<file path="src/hdl/pds_pkg.sv">
package pds_pkg;

  // field widths
  localparam int unsigned SAMPLE_BITS  = 12;
  localparam int unsigned SETPOINT_W   = 12;
  localparam int unsigned GAIN_W       = 32;
  localparam int unsigned DUTY_W       = 11;
  localparam int unsigned BAND_W       = 10;
  localparam int unsigned LIMIT_W      = 16;
  localparam int unsigned HOLD_W       = 8;
  localparam int unsigned DRIVE_W      = 32;
  localparam int unsigned CFG_DATA_W   = 32;
  localparam int unsigned CFG_IDX_W    = 3;
  localparam int unsigned FRAC_BITS    = 24;

  // integral never exceeds limit plus one sample
  localparam int unsigned INT_W        = 17;

  // datapath widths
  localparam int unsigned ERR_W  =
    ((SAMPLE_BITS > SETPOINT_W) ? SAMPLE_BITS : SETPOINT_W) + 1;
  localparam int unsigned PE_W   = GAIN_W + ERR_W;
  localparam int unsigned PI_W   = GAIN_W + INT_W + 1;
  localparam int unsigned SUM_W  = PI_W + 2;
  localparam int unsigned DRV_W  = SUM_W - FRAC_BITS;
  localparam int unsigned DSUM_W = DUTY_W + 2;

  // constants
  localparam logic [DUTY_W-1:0] DUTY_MAX     = '1;
  localparam logic [HOLD_W-1:0] KICK_HOLD_MS = HOLD_W'(100);
  localparam logic [HOLD_W-1:0] BASE_HOLD_MS = HOLD_W'(200);

  // register reset values
  localparam logic [SETPOINT_W-1:0] SETPOINT_RST   = SETPOINT_W'(20);
  localparam logic [GAIN_W-1:0]     GAIN_P_RST     = GAIN_W'(5033165);
  localparam logic [GAIN_W-1:0]     GAIN_I_RST     = GAIN_W'(5);
  localparam logic [GAIN_W-1:0]     GAIN_D_RST     = GAIN_W'(0);
  localparam logic [DUTY_W-1:0]     BASE_LEFT_RST  = DUTY_W'(800);
  localparam logic [DUTY_W-1:0]     BASE_RIGHT_RST = DUTY_W'(700);
  localparam logic [BAND_W-1:0]     BAND_RST       = BAND_W'(30);
  localparam logic [LIMIT_W-1:0]    LIMIT_RST      = LIMIT_W'(100);

  // register indexes
  typedef enum logic [CFG_IDX_W-1:0] {
    REG_SETPOINT   = 3'd0,
    REG_GAIN_P     = 3'd1,
    REG_GAIN_I     = 3'd2,
    REG_GAIN_D     = 3'd3,
    REG_BASE_LEFT  = 3'd4,
    REG_BASE_RIGHT = 3'd5,
    REG_BAND       = 3'd6,
    REG_INT_LIMIT  = 3'd7
  } cfg_reg_e;

endpackage

</file>
<file path="src/hdl/pds_if.sv">
interface pds_sample_if import pds_pkg::*; ();
  logic                   valid;
  logic                   ready;
  logic [SAMPLE_BITS-1:0] sample;

  modport source (output valid, output sample, input ready);
  modport sink   (input valid, input sample, output ready);
endinterface

interface pds_result_if import pds_pkg::*; ();
  logic                      valid;
  logic                      ready;
  logic [DUTY_W-1:0]         left_duty;
  logic [DUTY_W-1:0]         right_duty;
  logic [HOLD_W-1:0]         hold_ms;
  logic signed [DRIVE_W-1:0] drive;
  logic                      last;

  modport source (output valid, output left_duty, output right_duty, output hold_ms,
                  output drive, output last, input ready);
  modport sink   (input valid, input left_duty, input right_duty, input hold_ms,
                  input drive, input last, output ready);
endinterface

</file>
<file path="src/hdl/pid_distance_steering.sv">
// The first result of a request passes through the stage registers and then the output register.
// Throughput: one request per cycle while results are taken and each gives one result; a request
// outside the steering band gives two results and holds the output register until both are taken.
// The five pipeline stages stall together from the output register backwards.
// Reset: registers return to their defaults, integral and previous sample clear, pipeline empties.
module pid_distance_steering import pds_pkg::*; (
  input  logic                  clk_i,
  input  logic                  rst_ni,
  input  logic                  cfg_we_i,
  input  logic [CFG_IDX_W-1:0]  cfg_idx_i,
  input  logic [CFG_DATA_W-1:0] cfg_data_i,
  pds_sample_if.sink            samp_i,
  pds_result_if.source          res_o
);

  // configuration registers
  logic [SETPOINT_W-1:0]    setpoint_q;
  logic signed [GAIN_W-1:0] gain_p_q, gain_i_q, gain_d_q;
  logic [DUTY_W-1:0]        base_left_q, base_right_q;
  logic [BAND_W-1:0]        band_q;
  logic [LIMIT_W-1:0]       limit_q;

  always_ff @(posedge clk_i or negedge rst_ni) begin
    if (!rst_ni) begin
      setpoint_q   <= SETPOINT_RST;
      gain_p_q     <= GAIN_P_RST;
      gain_i_q     <= GAIN_I_RST;
      gain_d_q     <= GAIN_D_RST;
      base_left_q  <= BASE_LEFT_RST;
      base_right_q <= BASE_RIGHT_RST;
      band_q       <= BAND_RST;
      limit_q      <= LIMIT_RST;
    end else if (cfg_we_i) begin
      unique case (cfg_reg_e'(cfg_idx_i))
        REG_SETPOINT:   setpoint_q   <= cfg_data_i[SETPOINT_W-1:0];
        REG_GAIN_P:     gain_p_q     <= cfg_data_i[GAIN_W-1:0];
        REG_GAIN_I:     gain_i_q     <= cfg_data_i[GAIN_W-1:0];
        REG_GAIN_D:     gain_d_q     <= cfg_data_i[GAIN_W-1:0];
        REG_BASE_LEFT:  base_left_q  <= cfg_data_i[DUTY_W-1:0];
        REG_BASE_RIGHT: base_right_q <= cfg_data_i[DUTY_W-1:0];
        REG_BAND:       band_q       <= cfg_data_i[BAND_W-1:0];
        REG_INT_LIMIT:  limit_q      <= cfg_data_i[LIMIT_W-1:0];
        default: ;
      endcase
    end
  end

  // stage valids and stall chain
  logic v1_q, v2_q, v3_q, v4_q, out_v_q;
  logic en1, en2, en3, en4, en_out;
  logic out_hs, in_hs;
  logic out_last_q;

  assign out_hs = out_v_q && res_o.ready;
  assign en_out = !out_v_q || (out_hs && out_last_q);
  assign en4    = !v4_q || en_out;
  assign en3    = !v3_q || en4;
  assign en2    = !v2_q || en3;
  assign en1    = !v1_q || en2;
  assign samp_i.ready = en1;
  assign in_hs  = samp_i.valid && en1;

  always_ff @(posedge clk_i or negedge rst_ni) begin
    if (!rst_ni) begin
      v1_q <= 1'b0;
      v2_q <= 1'b0;
      v3_q <= 1'b0;
      v4_q <= 1'b0;
    end else begin
      if (en1) v1_q <= samp_i.valid;
      if (en2) v2_q <= v1_q;
      if (en3) v3_q <= v2_q;
      if (en4) v4_q <= v3_q;
    end
  end

  // loop state: previous sample and integral, updated on every accepted request
  logic [SAMPLE_BITS-1:0] prev_q;
  logic                   have_prev_q;
  logic [INT_W-1:0]       integral_q, integral_sum, integral_d;

  assign integral_sum = integral_q + INT_W'(samp_i.sample);
  assign integral_d   = (integral_sum > INT_W'(limit_q)) ? '0 : integral_sum;

  always_ff @(posedge clk_i or negedge rst_ni) begin
    if (!rst_ni) begin
      prev_q      <= '0;
      have_prev_q <= 1'b0;
      integral_q  <= '0;
    end else if (in_hs) begin
      prev_q      <= samp_i.sample;
      have_prev_q <= 1'b1;
      integral_q  <= integral_d;
    end
  end

  // stage 1: error, derivative and integral operand
  logic signed [ERR_W-1:0] err_d, der_d, err_q, der_q;
  logic [INT_W-1:0]        integ_q;

  assign err_d = $signed(ERR_W'(samp_i.sample)) - $signed(ERR_W'(setpoint_q));
  assign der_d = have_prev_q ? ($signed(ERR_W'(samp_i.sample)) - $signed(ERR_W'(prev_q)))
                             : '0;

  always_ff @(posedge clk_i) begin
    if (en1) begin
      err_q   <= err_d;
      der_q   <= der_d;
      integ_q <= integral_q;
    end
  end

  // stage 2: the three gain products
  logic signed [PE_W-1:0]  pp_d, pd_d, pp_q, pd_q;
  logic signed [PI_W-1:0]  pi_d, pi_q;
  logic signed [INT_W:0]   integ_s;

  assign integ_s = $signed({1'b0, integ_q});
  assign pp_d    = err_q * gain_p_q;
  assign pd_d    = der_q * gain_d_q;
  assign pi_d    = integ_s * gain_i_q;

  always_ff @(posedge clk_i) begin
    if (en2) begin
      pp_q <= pp_d;
      pi_q <= pi_d;
      pd_q <= pd_d;
    end
  end

  // stage 3: Q24 sum
  logic signed [SUM_W-1:0] sum_d, sum_q;

  assign sum_d = SUM_W'(pp_q) + SUM_W'(pi_q) + SUM_W'(pd_q);

  always_ff @(posedge clk_i) begin
    if (en3) sum_q <= sum_d;
  end

  // stage 4: drop the fraction, truncating toward zero
  logic [SUM_W-1:0]        sum_bias;
  logic signed [SUM_W-1:0] sum_adj;
  logic signed [DRV_W-1:0] drv_q;

  assign sum_bias = sum_q[SUM_W-1] ? {{DRV_W{1'b0}}, {FRAC_BITS{1'b1}}} : '0;
  assign sum_adj  = sum_q + $signed(sum_bias);

  always_ff @(posedge clk_i) begin
    if (en4) drv_q <= sum_adj[SUM_W-1:FRAC_BITS];
  end

  // band decision and duty forming
  function automatic logic [DUTY_W-1:0] sat_duty(input logic signed [DSUM_W-1:0] v);
    logic [DUTY_W-1:0] r;
    if (v < 0) begin
      r = '0;
    end else if (v > $signed(DSUM_W'(DUTY_MAX))) begin
      r = DUTY_MAX;
    end else begin
      r = v[DUTY_W-1:0];
    end
    return r;
  endfunction

  logic                     drv_neg, steer, kick;
  logic [DRV_W-1:0]         drv_mag;
  logic signed [DUTY_W:0]   drv_lo;
  logic signed [DSUM_W-1:0] left_sum, right_sum, kick_sum;
  logic [DUTY_W-1:0]        left_d, right_d;

  assign drv_neg   = drv_q[DRV_W-1];
  assign drv_mag   = drv_neg ? DRV_W'(-drv_q) : DRV_W'(drv_q);
  assign steer     = drv_mag < DRV_W'(band_q);
  assign kick      = !steer;
  // in the steering band the drive is below the band, so its low bits carry it
  assign drv_lo    = drv_q[DUTY_W:0];
  assign left_sum  = $signed(DSUM_W'(base_left_q)) + DSUM_W'(drv_lo);
  assign right_sum = $signed(DSUM_W'(base_right_q)) + DSUM_W'(drv_lo);
  assign kick_sum  = $signed(DSUM_W'(base_right_q) + DSUM_W'(band_q));

  always_comb begin
    left_d  = base_left_q;
    right_d = base_right_q;
    priority if (kick) begin
      right_d = sat_duty(kick_sum);
    end else if (drv_neg) begin
      left_d  = sat_duty(left_sum);
    end else begin
      right_d = sat_duty(right_sum);
    end
  end

  // output register: kick result then base result, or one steering result
  logic [DUTY_W-1:0]         out_left_q, out_right_q;
  logic [HOLD_W-1:0]         out_hold_q;
  logic signed [DRIVE_W-1:0] out_drive_q;

  always_ff @(posedge clk_i or negedge rst_ni) begin
    if (!rst_ni) begin
      out_v_q    <= 1'b0;
      out_last_q <= 1'b0;
    end else if (en_out) begin
      out_v_q    <= v4_q;
      out_last_q <= !kick;
    end else if (out_hs) begin
      out_last_q <= 1'b1;
    end
  end

  always_ff @(posedge clk_i) begin
    if (en_out) begin
      out_left_q  <= left_d;
      out_right_q <= right_d;
      out_hold_q  <= kick ? KICK_HOLD_MS : '0;
      out_drive_q <= DRIVE_W'(drv_q);
    end else if (out_hs) begin
      out_left_q  <= base_left_q;
      out_right_q <= base_right_q;
      out_hold_q  <= BASE_HOLD_MS;
    end
  end

  assign res_o.valid      = out_v_q;
  assign res_o.left_duty  = out_left_q;
  assign res_o.right_duty = out_right_q;
  assign res_o.hold_ms    = out_hold_q;
  assign res_o.drive      = out_drive_q;
  assign res_o.last       = out_last_q;

  // checks
  a_pair_stays: assert property (@(posedge clk_i) disable iff (!rst_ni)
    out_v_q && !out_last_q |=> out_v_q)
    else $error("kick result left without its base result");

  a_base_follows: assert property (@(posedge clk_i) disable iff (!rst_ni)
    out_hs && !out_last_q |=> out_last_q && (out_hold_q == BASE_HOLD_MS))
    else $error("base result does not follow kick result");

  a_kick_hold: assert property (@(posedge clk_i) disable iff (!rst_ni)
    out_v_q && !out_last_q |-> out_hold_q == KICK_HOLD_MS)
    else $error("non-final result without kick hold");

  a_accept_enters: assert property (@(posedge clk_i) disable iff (!rst_ni)
    in_hs |=> v1_q)
    else $error("accepted request lost at first stage");

endmodule
</file>
<file path="src/flat_wrapper.sv">
// flat-port wrapper written by rule: the top's interface ports become plain ports
module pid_distance_steering_flat import pds_pkg::*;
  (clk_i, rst_ni, cfg_we_i, cfg_idx_i, cfg_data_i, samp_i_valid, samp_i_sample, samp_i_ready, res_o_valid, res_o_left_duty, res_o_right_duty, res_o_hold_ms, res_o_drive, res_o_last, res_o_ready);
  pds_sample_if samp_i_i ();
  pds_result_if res_o_i ();
  input  logic clk_i;
  input  logic rst_ni;
  input  logic cfg_we_i;
  input  logic [CFG_IDX_W-1:0] cfg_idx_i;
  input  logic [CFG_DATA_W-1:0] cfg_data_i;
  input wire logic [$bits(samp_i_i.valid)-1:0] samp_i_valid;
  input wire logic [$bits(samp_i_i.sample)-1:0] samp_i_sample;
  output wire logic [$bits(samp_i_i.ready)-1:0] samp_i_ready;
  output wire logic [$bits(res_o_i.valid)-1:0] res_o_valid;
  output wire logic [$bits(res_o_i.left_duty)-1:0] res_o_left_duty;
  output wire logic [$bits(res_o_i.right_duty)-1:0] res_o_right_duty;
  output wire logic [$bits(res_o_i.hold_ms)-1:0] res_o_hold_ms;
  output wire logic [$bits(res_o_i.drive)-1:0] res_o_drive;
  output wire logic [$bits(res_o_i.last)-1:0] res_o_last;
  input wire logic [$bits(res_o_i.ready)-1:0] res_o_ready;
  assign samp_i_i.valid = samp_i_valid;
  assign samp_i_i.sample = samp_i_sample;
  assign samp_i_ready = samp_i_i.ready;
  assign res_o_valid = res_o_i.valid;
  assign res_o_left_duty = res_o_i.left_duty;
  assign res_o_right_duty = res_o_i.right_duty;
  assign res_o_hold_ms = res_o_i.hold_ms;
  assign res_o_drive = res_o_i.drive;
  assign res_o_last = res_o_i.last;
  assign res_o_i.ready = res_o_ready;
  pid_distance_steering u_core (.clk_i(clk_i), .rst_ni(rst_ni), .cfg_we_i(cfg_we_i), .cfg_idx_i(cfg_idx_i), .cfg_data_i(cfg_data_i), .samp_i(samp_i_i), .res_o(res_o_i));
endmodule
</file>
<file path="config.mk">
export PLATFORM = sky130hd
export DESIGN_NAME = pid_distance_steering_flat
export DESIGN_NICKNAME = d
export VERILOG_FILES = /design/src/hdl/pds_pkg.sv /design/src/hdl/pds_if.sv /design/src/hdl/pid_distance_steering.sv /design/src/flat_wrapper.sv
export SDC_FILE = /design/constraint.sdc
export NUM_CORES = 2
export LEC_CHECK = 0
export BUFFER_PORTS_ARGS = -buffer_cell sky130_fd_sc_hd__buf_4
export CAP_MARGIN = 40
export CORE_AREA = 2 2 457 459
export CTS_BUF_LIST = sky130_fd_sc_hd__clkbuf_2 sky130_fd_sc_hd__clkbuf_4 sky130_fd_sc_hd__clkbuf_8
export DETAILED_ROUTE_END_ITERATION = 16
export DIE_AREA = 0 0 459 461
export GPL_TIMING_DRIVEN = 0
export PLACE_DENSITY_LB_ADDON = 0.05
export SYNTH_ARGS = -nofsm -noshare
export SYNTH_HDL_FRONTEND = slang
export SYNTH_SLANG_ARGS = --single-unit
</file>
<file path="constraint.sdc">
create_clock -name clk_i -period 8.5 [get_ports clk_i]
set_clock_uncertainty 0.2 [all_clocks]
set_input_delay 0.85 -clock clk_i [delete_from_list [all_inputs] [get_ports clk_i]]
set_output_delay 0.85 -clock clk_i [all_outputs]
set_load 0.1 [all_outputs]
</file>
# --- Yosys cells after proc, flatten, opt, wreduce, memory -nomap -nowiden ---
# Index checks and enable logic that the tools add are counted.
totals:
  word_cells: 102
  register_bits: 513
  out_inout_bits: 65
  in_bits: 52
classes:
  n_mux: 22
  magnitude_cmp: 8
  addsub: 10
  mul: 3
  eq_ne: 7
  n_reduce_logical: 23
ops:
  columns: ["cell", "count"]
  rows:
  - ["two-way mux 11 bit", 14]
  - ["multiplier 13 x 32 -> 45 bit", 2]
  - ["adder 51 x 45 -> 52 bit", 1]
  - ["adder 52 bit", 1]
  - ["adder 45 x 50 -> 51 bit", 1]
  - ["multiplier 18 x 32 -> 50 bit", 1]
  - ["greater-than comparator 13 x 12 -> 1 bit, second input constant", 3]
  - ["less-than comparator 13 x 1 -> 1 bit, second input constant", 3]
  - ["less-than comparator 28 x 10 -> 1 bit", 1]
  - ["two-way mux 28 bit", 1]
  - ["negator 28 bit", 1]
  - ["adder 12 x 12 -> 13 bit", 2]
  - ["subtractor 12 x 12 -> 13 bit", 2]
  - ["two-way mux 24 bit", 1]
  - ["adder 17 x 12 -> 17 bit", 1]
  - ["greater-than comparator 17 x 16 -> 1 bit", 1]
  - ["two-way mux 17 bit", 1]
  - ["two-way mux 8 bit", 2]
  - ["AND reduction 2 bit", 8]
  - ["adder 11 x 10 -> 12 bit", 1]
  - ["equality test 3 bit, second input constant", 4]
  - ["two-way mux 7 bit", 1]
  - ["equality test 3 x 2 -> 1 bit, second input constant", 2]
  - ["zero test 1 bit", 5]
  - ["other kinds (6)", 13]

# --- Longest topological paths before layout ---
depth:
  depth_word: 8
  depth_mapped: 28
  ltp_nobuf: 26

# --- Worst setup path before layout ---
# No wires, ideal clock.
synth_timing:
  path_type: "register to register"
  startpoint: "register u_core.out_v_q, in the netlist u_core.res_o.valid"
  endpoint: "register u_core.prev_q[10]"
  stages_incl_launch_ff: 9
  t_required_ns: 8.175
  period_less_slack_ns: 9.539
  path_buffers: 1
  arrival_time_ns: 9.214
  path_slack_ns: -1.039
  setup_time_ns: 0.125
  cell_sequence: "dfrtp_1 nand2_1 inv_1 nand4_1 inv_1 nand2_1 nand2_1 buf_1 mux2_2"
synth_via:
  elab_chain_len: 8
  word_cells_on_any_way: 9
  cone_classes: "reduce/logical (9)"
synth_lines:
  columns: ["item", "line_no", "text"]
  rows:
  - ["start: declaration", "pid_distance_steering.sv:49", "logic v1_q, v2_q, v3_q, v4_q, out_v_q;"]
  - ["start signal: assignment", "pid_distance_steering.sv:203", "out_v_q <= v4_q;"]
  - ["logical AND 1 bit", "pid_distance_steering.sv:54", "assign out_hs = out_v_q && res_o.ready;"]
  - ["logical AND 1 bit", "pid_distance_steering.sv:55", "assign en_out = !out_v_q || (out_hs && out_last_q);"]
  - ["logical OR 1 bit *", "pid_distance_steering.sv:55", null]
  - ["logical OR 1 bit *", "pid_distance_steering.sv:56", "assign en4 = !v4_q || en_out;"]
  - ["logical OR 1 bit *", "pid_distance_steering.sv:57", "assign en3 = !v3_q || en4;"]
  - ["logical OR 1 bit *", "pid_distance_steering.sv:58", "assign en2 = !v2_q || en3;"]
  - ["net u_core.en2", "pid_distance_steering.sv:50", "logic en1, en2, en3, en4, en_out;"]
  - ["logical OR 1 bit *", "pid_distance_steering.sv:59", "assign en1 = !v1_q || en2;"]
  - ["net samp_i_ready", "flat_wrapper.sv:13", "output wire logic [$bits(samp_i_i.ready)-1:0] samp_i_ready;"]
  - ["logical AND 1 bit *", "pid_distance_steering.sv:61", "assign in_hs = samp_i.valid && en1;"]
  - ["end signal: assignment", "pid_distance_steering.sv:91", "prev_q <= samp_i.sample;"]
  - ["end: declaration", "pid_distance_steering.sv:78", "logic [SAMPLE_BITS-1:0] prev_q;"]
# Mark *: on every way through the listed nets, which the timed path passes. The rest lies on a longest branch.
# A chain may end at the register's enable or synchronous reset.

# --- Worst setup path in the final report ---
layout_timing:
  startpoint: "register u_core.der_q[4]"
  endpoint: "register u_core.pd_q[44] (data pin)"
layout_via:
  elab_chain_len: 1
layout_lines:
  columns: ["item", "line_no", "text"]
  rows:
  - ["start: declaration", "pid_distance_steering.sv:98", "logic signed [ERR_W-1:0] err_d, der_d, err_q, der_q;"]
  - ["start signal: assignment", "pid_distance_steering.sv:108", "der_q <= der_d;"]
  - ["multiplier 13 x 32 -> 45 bit", "pid_distance_steering.sv:120", "assign pd_d = der_q * gain_d_q;"]
  - ["net u_core.pd_d[44]", "pid_distance_steering.sv:114", "logic signed [PE_W-1:0] pp_d, pd_d, pp_q, pd_q;"]
  - ["end signal: assignment", "pid_distance_steering.sv:127", "pd_q <= pd_d;"]
  - ["end: declaration", "pid_distance_steering.sv:114", null]
# The timed path passes the listed nets, and every way through them passes these cells.

==> results by group <==
Synthesis
  – Largest area contributor in the netlist: fa_1
  – Top FF cell, synth: edfxtp_1
  – Asr flop ratio synth: 37.7%
  – Yosys reg bits: between 500 and 600
  – Top cell type's share of synthesized area: 36.7%
  – Syn_area_per_cell: ~10 um^2
  – Syn Std Cell Area: 72000 um^2
  – Sequential share of the synthesized area: 19.9%
  – Number of flops mapped to enable cells by yosys: 317
  – Top cells by area, synth: fa_1, edfxtp_1, ha_1, inv_1, and2_1
  – Yosys cell types: 75
  – Post-Synthesis Cells: ~7000
  – Yosys warnings: 0

Placed design
  – Placer Congestion: 0.861
  – HPWL Detailed: around 210000 um
  – Port bufs: roughly 110

Drt
  – Wl on met1: 115000 um
  – DRT antenna net count: 0
  – WL met3: 9800 um
  – Via-to-Cell Ratio: just under 5
  – Top sig layer: met5
  – Vias post-DR: 50500
  – Initial drt markers: 2899
  – DR pass1 iterations: 5
  – Total wire length: 245000 um
  – Post-DR wirelength/cell: 24.0 um
  – DRC viols: 0
  – Routed wl met2: about 110000 um

STA
  – RSZ-0062 raised after global routing: no
  – Fmax: 121 MHz
  – Final Cycle Share: 97.5%
  – # setup viols final: 0
  – Hold Vio Cnt, Final: 0
  – Worst slew margin: 36.0%
  – Tmin final: 8.29 ns
  – Setup TNS Final: 0 ns
  – Worst Max-Slew Pin Slew: 0.960 ns
  – Slew Limit Fails: 0

Clock tree
  – Max Buffers Root-to-Sink: 3
  – CTS H-tree lvls: 3
  – Clk slew on worst S/H paths: 0.06 ns
  – CTS sink count: just over 500
  – CTS Root Cell: clkbuf_8
  – TritonCTS Buffers: 92
  – Worst-Skew Late Latency: approximately 0.82 ns
  – CTS tree: built

Final layout
  – Fraction of layout cells with a size suffix above 1: 8.30%
  – Most common cell after layout, fill and taps aside: inv_1
  – Fill cell count: 20900
  – Final net count: 9261
  – Synth-to-Final Area Change: 9.95%
  – Highest-count cells in the layout ignoring fill and taps: inv_1, fa_1, nand2_1
  – End-of-flow core utilization: 38.4%

Min path
  – Worst min-delay path class: input pin to flip-flop
  – HP Start: samp_i_valid

Critical path
  – Crit path buf inv count: 4
  – Startpoint Class: flip-flop
  – Critical Path Start: u_core.der_q[4]$_SDFFCE_PN0N_
  – Slowest library cell on the worst path: edfxtp_1
  – CP top delay family: adder cells
  – Crit path max fanout: 10
  – Most used cell, CP: fa_1
  – CP arrival: 8.73 ns
  – CP max stage delay: ~0.7 ns
  – Setup crit end kind: flip-flop
  – RR Startpoint: u_core.der_q[4]$_SDFFCE_PN0N_
  – Crit path required time: 8.95 ns
  – Worst setup path class: flip-flop to flip-flop
  – Cell Chain, Critical Path: clkbuf_2 -> nand2_1 -> fa_1 -> fa_1 -> inv_1 -> fa_1 -> fa_1 -> fa_1 -> ha_1 -> ha_1 -> clkbuf_1 -> nand4_1 -> nor2_1 -> nand3_1 -> nor4_2 -> nor4b_1 -> o31ai_2 -> a211oi_2 -> o31ai_1 -> a21oi_1 -> xnor2_1 -> buf_6

Floorplan
  – Chip width: 459 um
  – Row cnt: 167
  – DIE HEIGHT: 461 um
  – Ports: 117
  – Initial Util: 34.9%
  – Die area: 212000 um^2
  – Core box area: 206000 um^2

Global route
  – Largest net degree at the start of global routing: ~100
  – Antenna violations before repair: 34
  – First-pass GRT wire length: between 300000 and 400000 um
  – Vias in the first global route: 53300
  – Global route overflow: 0
  – GRT Total Usage: a little under a quarter

Outcome
  – Status: finished, final reports clean

Flow run
  – Max cap viols: 0
-- Yosys cell counts (46+ instances only) --
cell / n
xor2_1: 64
nand2b_1: 51
and2_1: 648
o21ai_0: 139
nor2_1: 192
fa_1: 1320
xnor2_1: 201
inv_1: 1344
dfrtp_1: 160
clkbuf_1: 259
nor3_1: 47
mux2_2: 156
nand3_1: 46
a21oi_1: 204
nand2_1: 821
a21o_1: 127
ha_1: 495
edfxtp_1: 317
-- registers in the layout (all words and copies together), names as in the netlist, 28 cells and up --
signal / cells
u_core.pd_q: 45
u_core.gain_d_q: 32
u_core.gain_i_q: 32
u_core.res_o.drive: 28
u_core.drv_q: 28
u_core.pi_q: 50
u_core.gain_p_q: 32
u_core.sum_q: 52
u_core.pp_q: 45
-- final timing paths --
kind	endpoint	slack, ns	cells past startpoint
setup / recovery	u_core.pd_q[44]$_DFFE_PP_	0.21	22
hold / removal	u_core.v1_q$_DFFE_PN0N_	0.16	2
setup reg to reg	u_core.pd_q[44]$_DFFE_PP_	0.21	22
hold reg to reg	u_core.res_o.drive[11]$_DFFE_PN_	0.25	0
max in group asynchronous	u_core.gain_d_q[14]$_DFFE_PN0P_	6.73	3
min in group asynchronous	u_core.gain_i_q[8]$_DFFE_PN0P_	0.35	2
-- kinds of logic (layout without fill, tap and decap cells) --
family / Yosys count / in the layout / synth area share (%)
flops: 509 / 509 / 19.9
fa+ha+maj: 1815 / 1815 / 45.3
simple gates: 1980 / 1980 / 13.7
compound gates: 754 / 754 / 6.80
buf+inv: 1628 / 1983 / 8.56
mux: 161 / 161 / 2.51
other cells: 1 / 15 / 0.00521
xor+xnor: 265 / 265 / 3.22
-- timing repair --
item / CTS / global route
setup buffers: 2 / 19
hold buffers: 1 / 0
gates cloned: 0 / 0
endpoints found under the setup margin: 13 / 22
endpoints found under the hold margin: 31 / 0
resized for setup: 7 / 64
-- through the flow --
step                hold slack, ns  cell area (um^2)  setup slack (ns)  std cells
CTS                         0.0785             78900           0.00439      10200
floorplan                    0.221             72100             0.189       7115
global route                 0.115             79200           0.00933      10200
global placement             0.238             76300             -3.73       9930
finish                       0.162             79200             0.213      10200
detailed placement           0.234             76900            -0.553       9982
-- area by class of cell --
class,instances,area (um^2),share of cell area (%)
multi-input cells,4978,51600,65.1
flip-flops and latches,509,14400,18.1
inverters,1346,5050,6.38
well taps,2704,3380,4.27
repair buffers,185,1700,2.15
clock buffers,130,1600,2.01
plain buffers,282,1150,1.45
clock inverters,40,344,0.434
diodes,12,30.0,0.0379
-- worst reg2reg max path, cell delays in order (launching register included) --
cell      delay (ns)
edfxtp_1        0.70
clkbuf_2        0.38
nand2_1         0.12
fa_1            0.52
fa_1            0.52
inv_1           0.06
fa_1            0.56
fa_1            0.43
fa_1            0.47
ha_1            0.30
ha_1            0.27
clkbuf_1        0.32
nand4_1         0.26
nor2_1          0.34
nand3_1         0.15
nor4_2          0.44
nor4b_1         0.17
o31ai_2         0.58
a211oi_2        0.24
o31ai_1         0.29
a21oi_1         0.11
xnor2_1         0.46
buf_6           0.22
-- per-layer routing --
layer / vias up / track usage, %
met2: 1100 / 38.5
met4: 6 / 4.81
li1: 22800 / -
met1: 26400 / 34.1
met5: - / 0
met3: 233 / 2.29
Power is left out: the tool's default activity adds up to more than one toggle a clock period on the data nets, which glitch-free logic cannot reach.
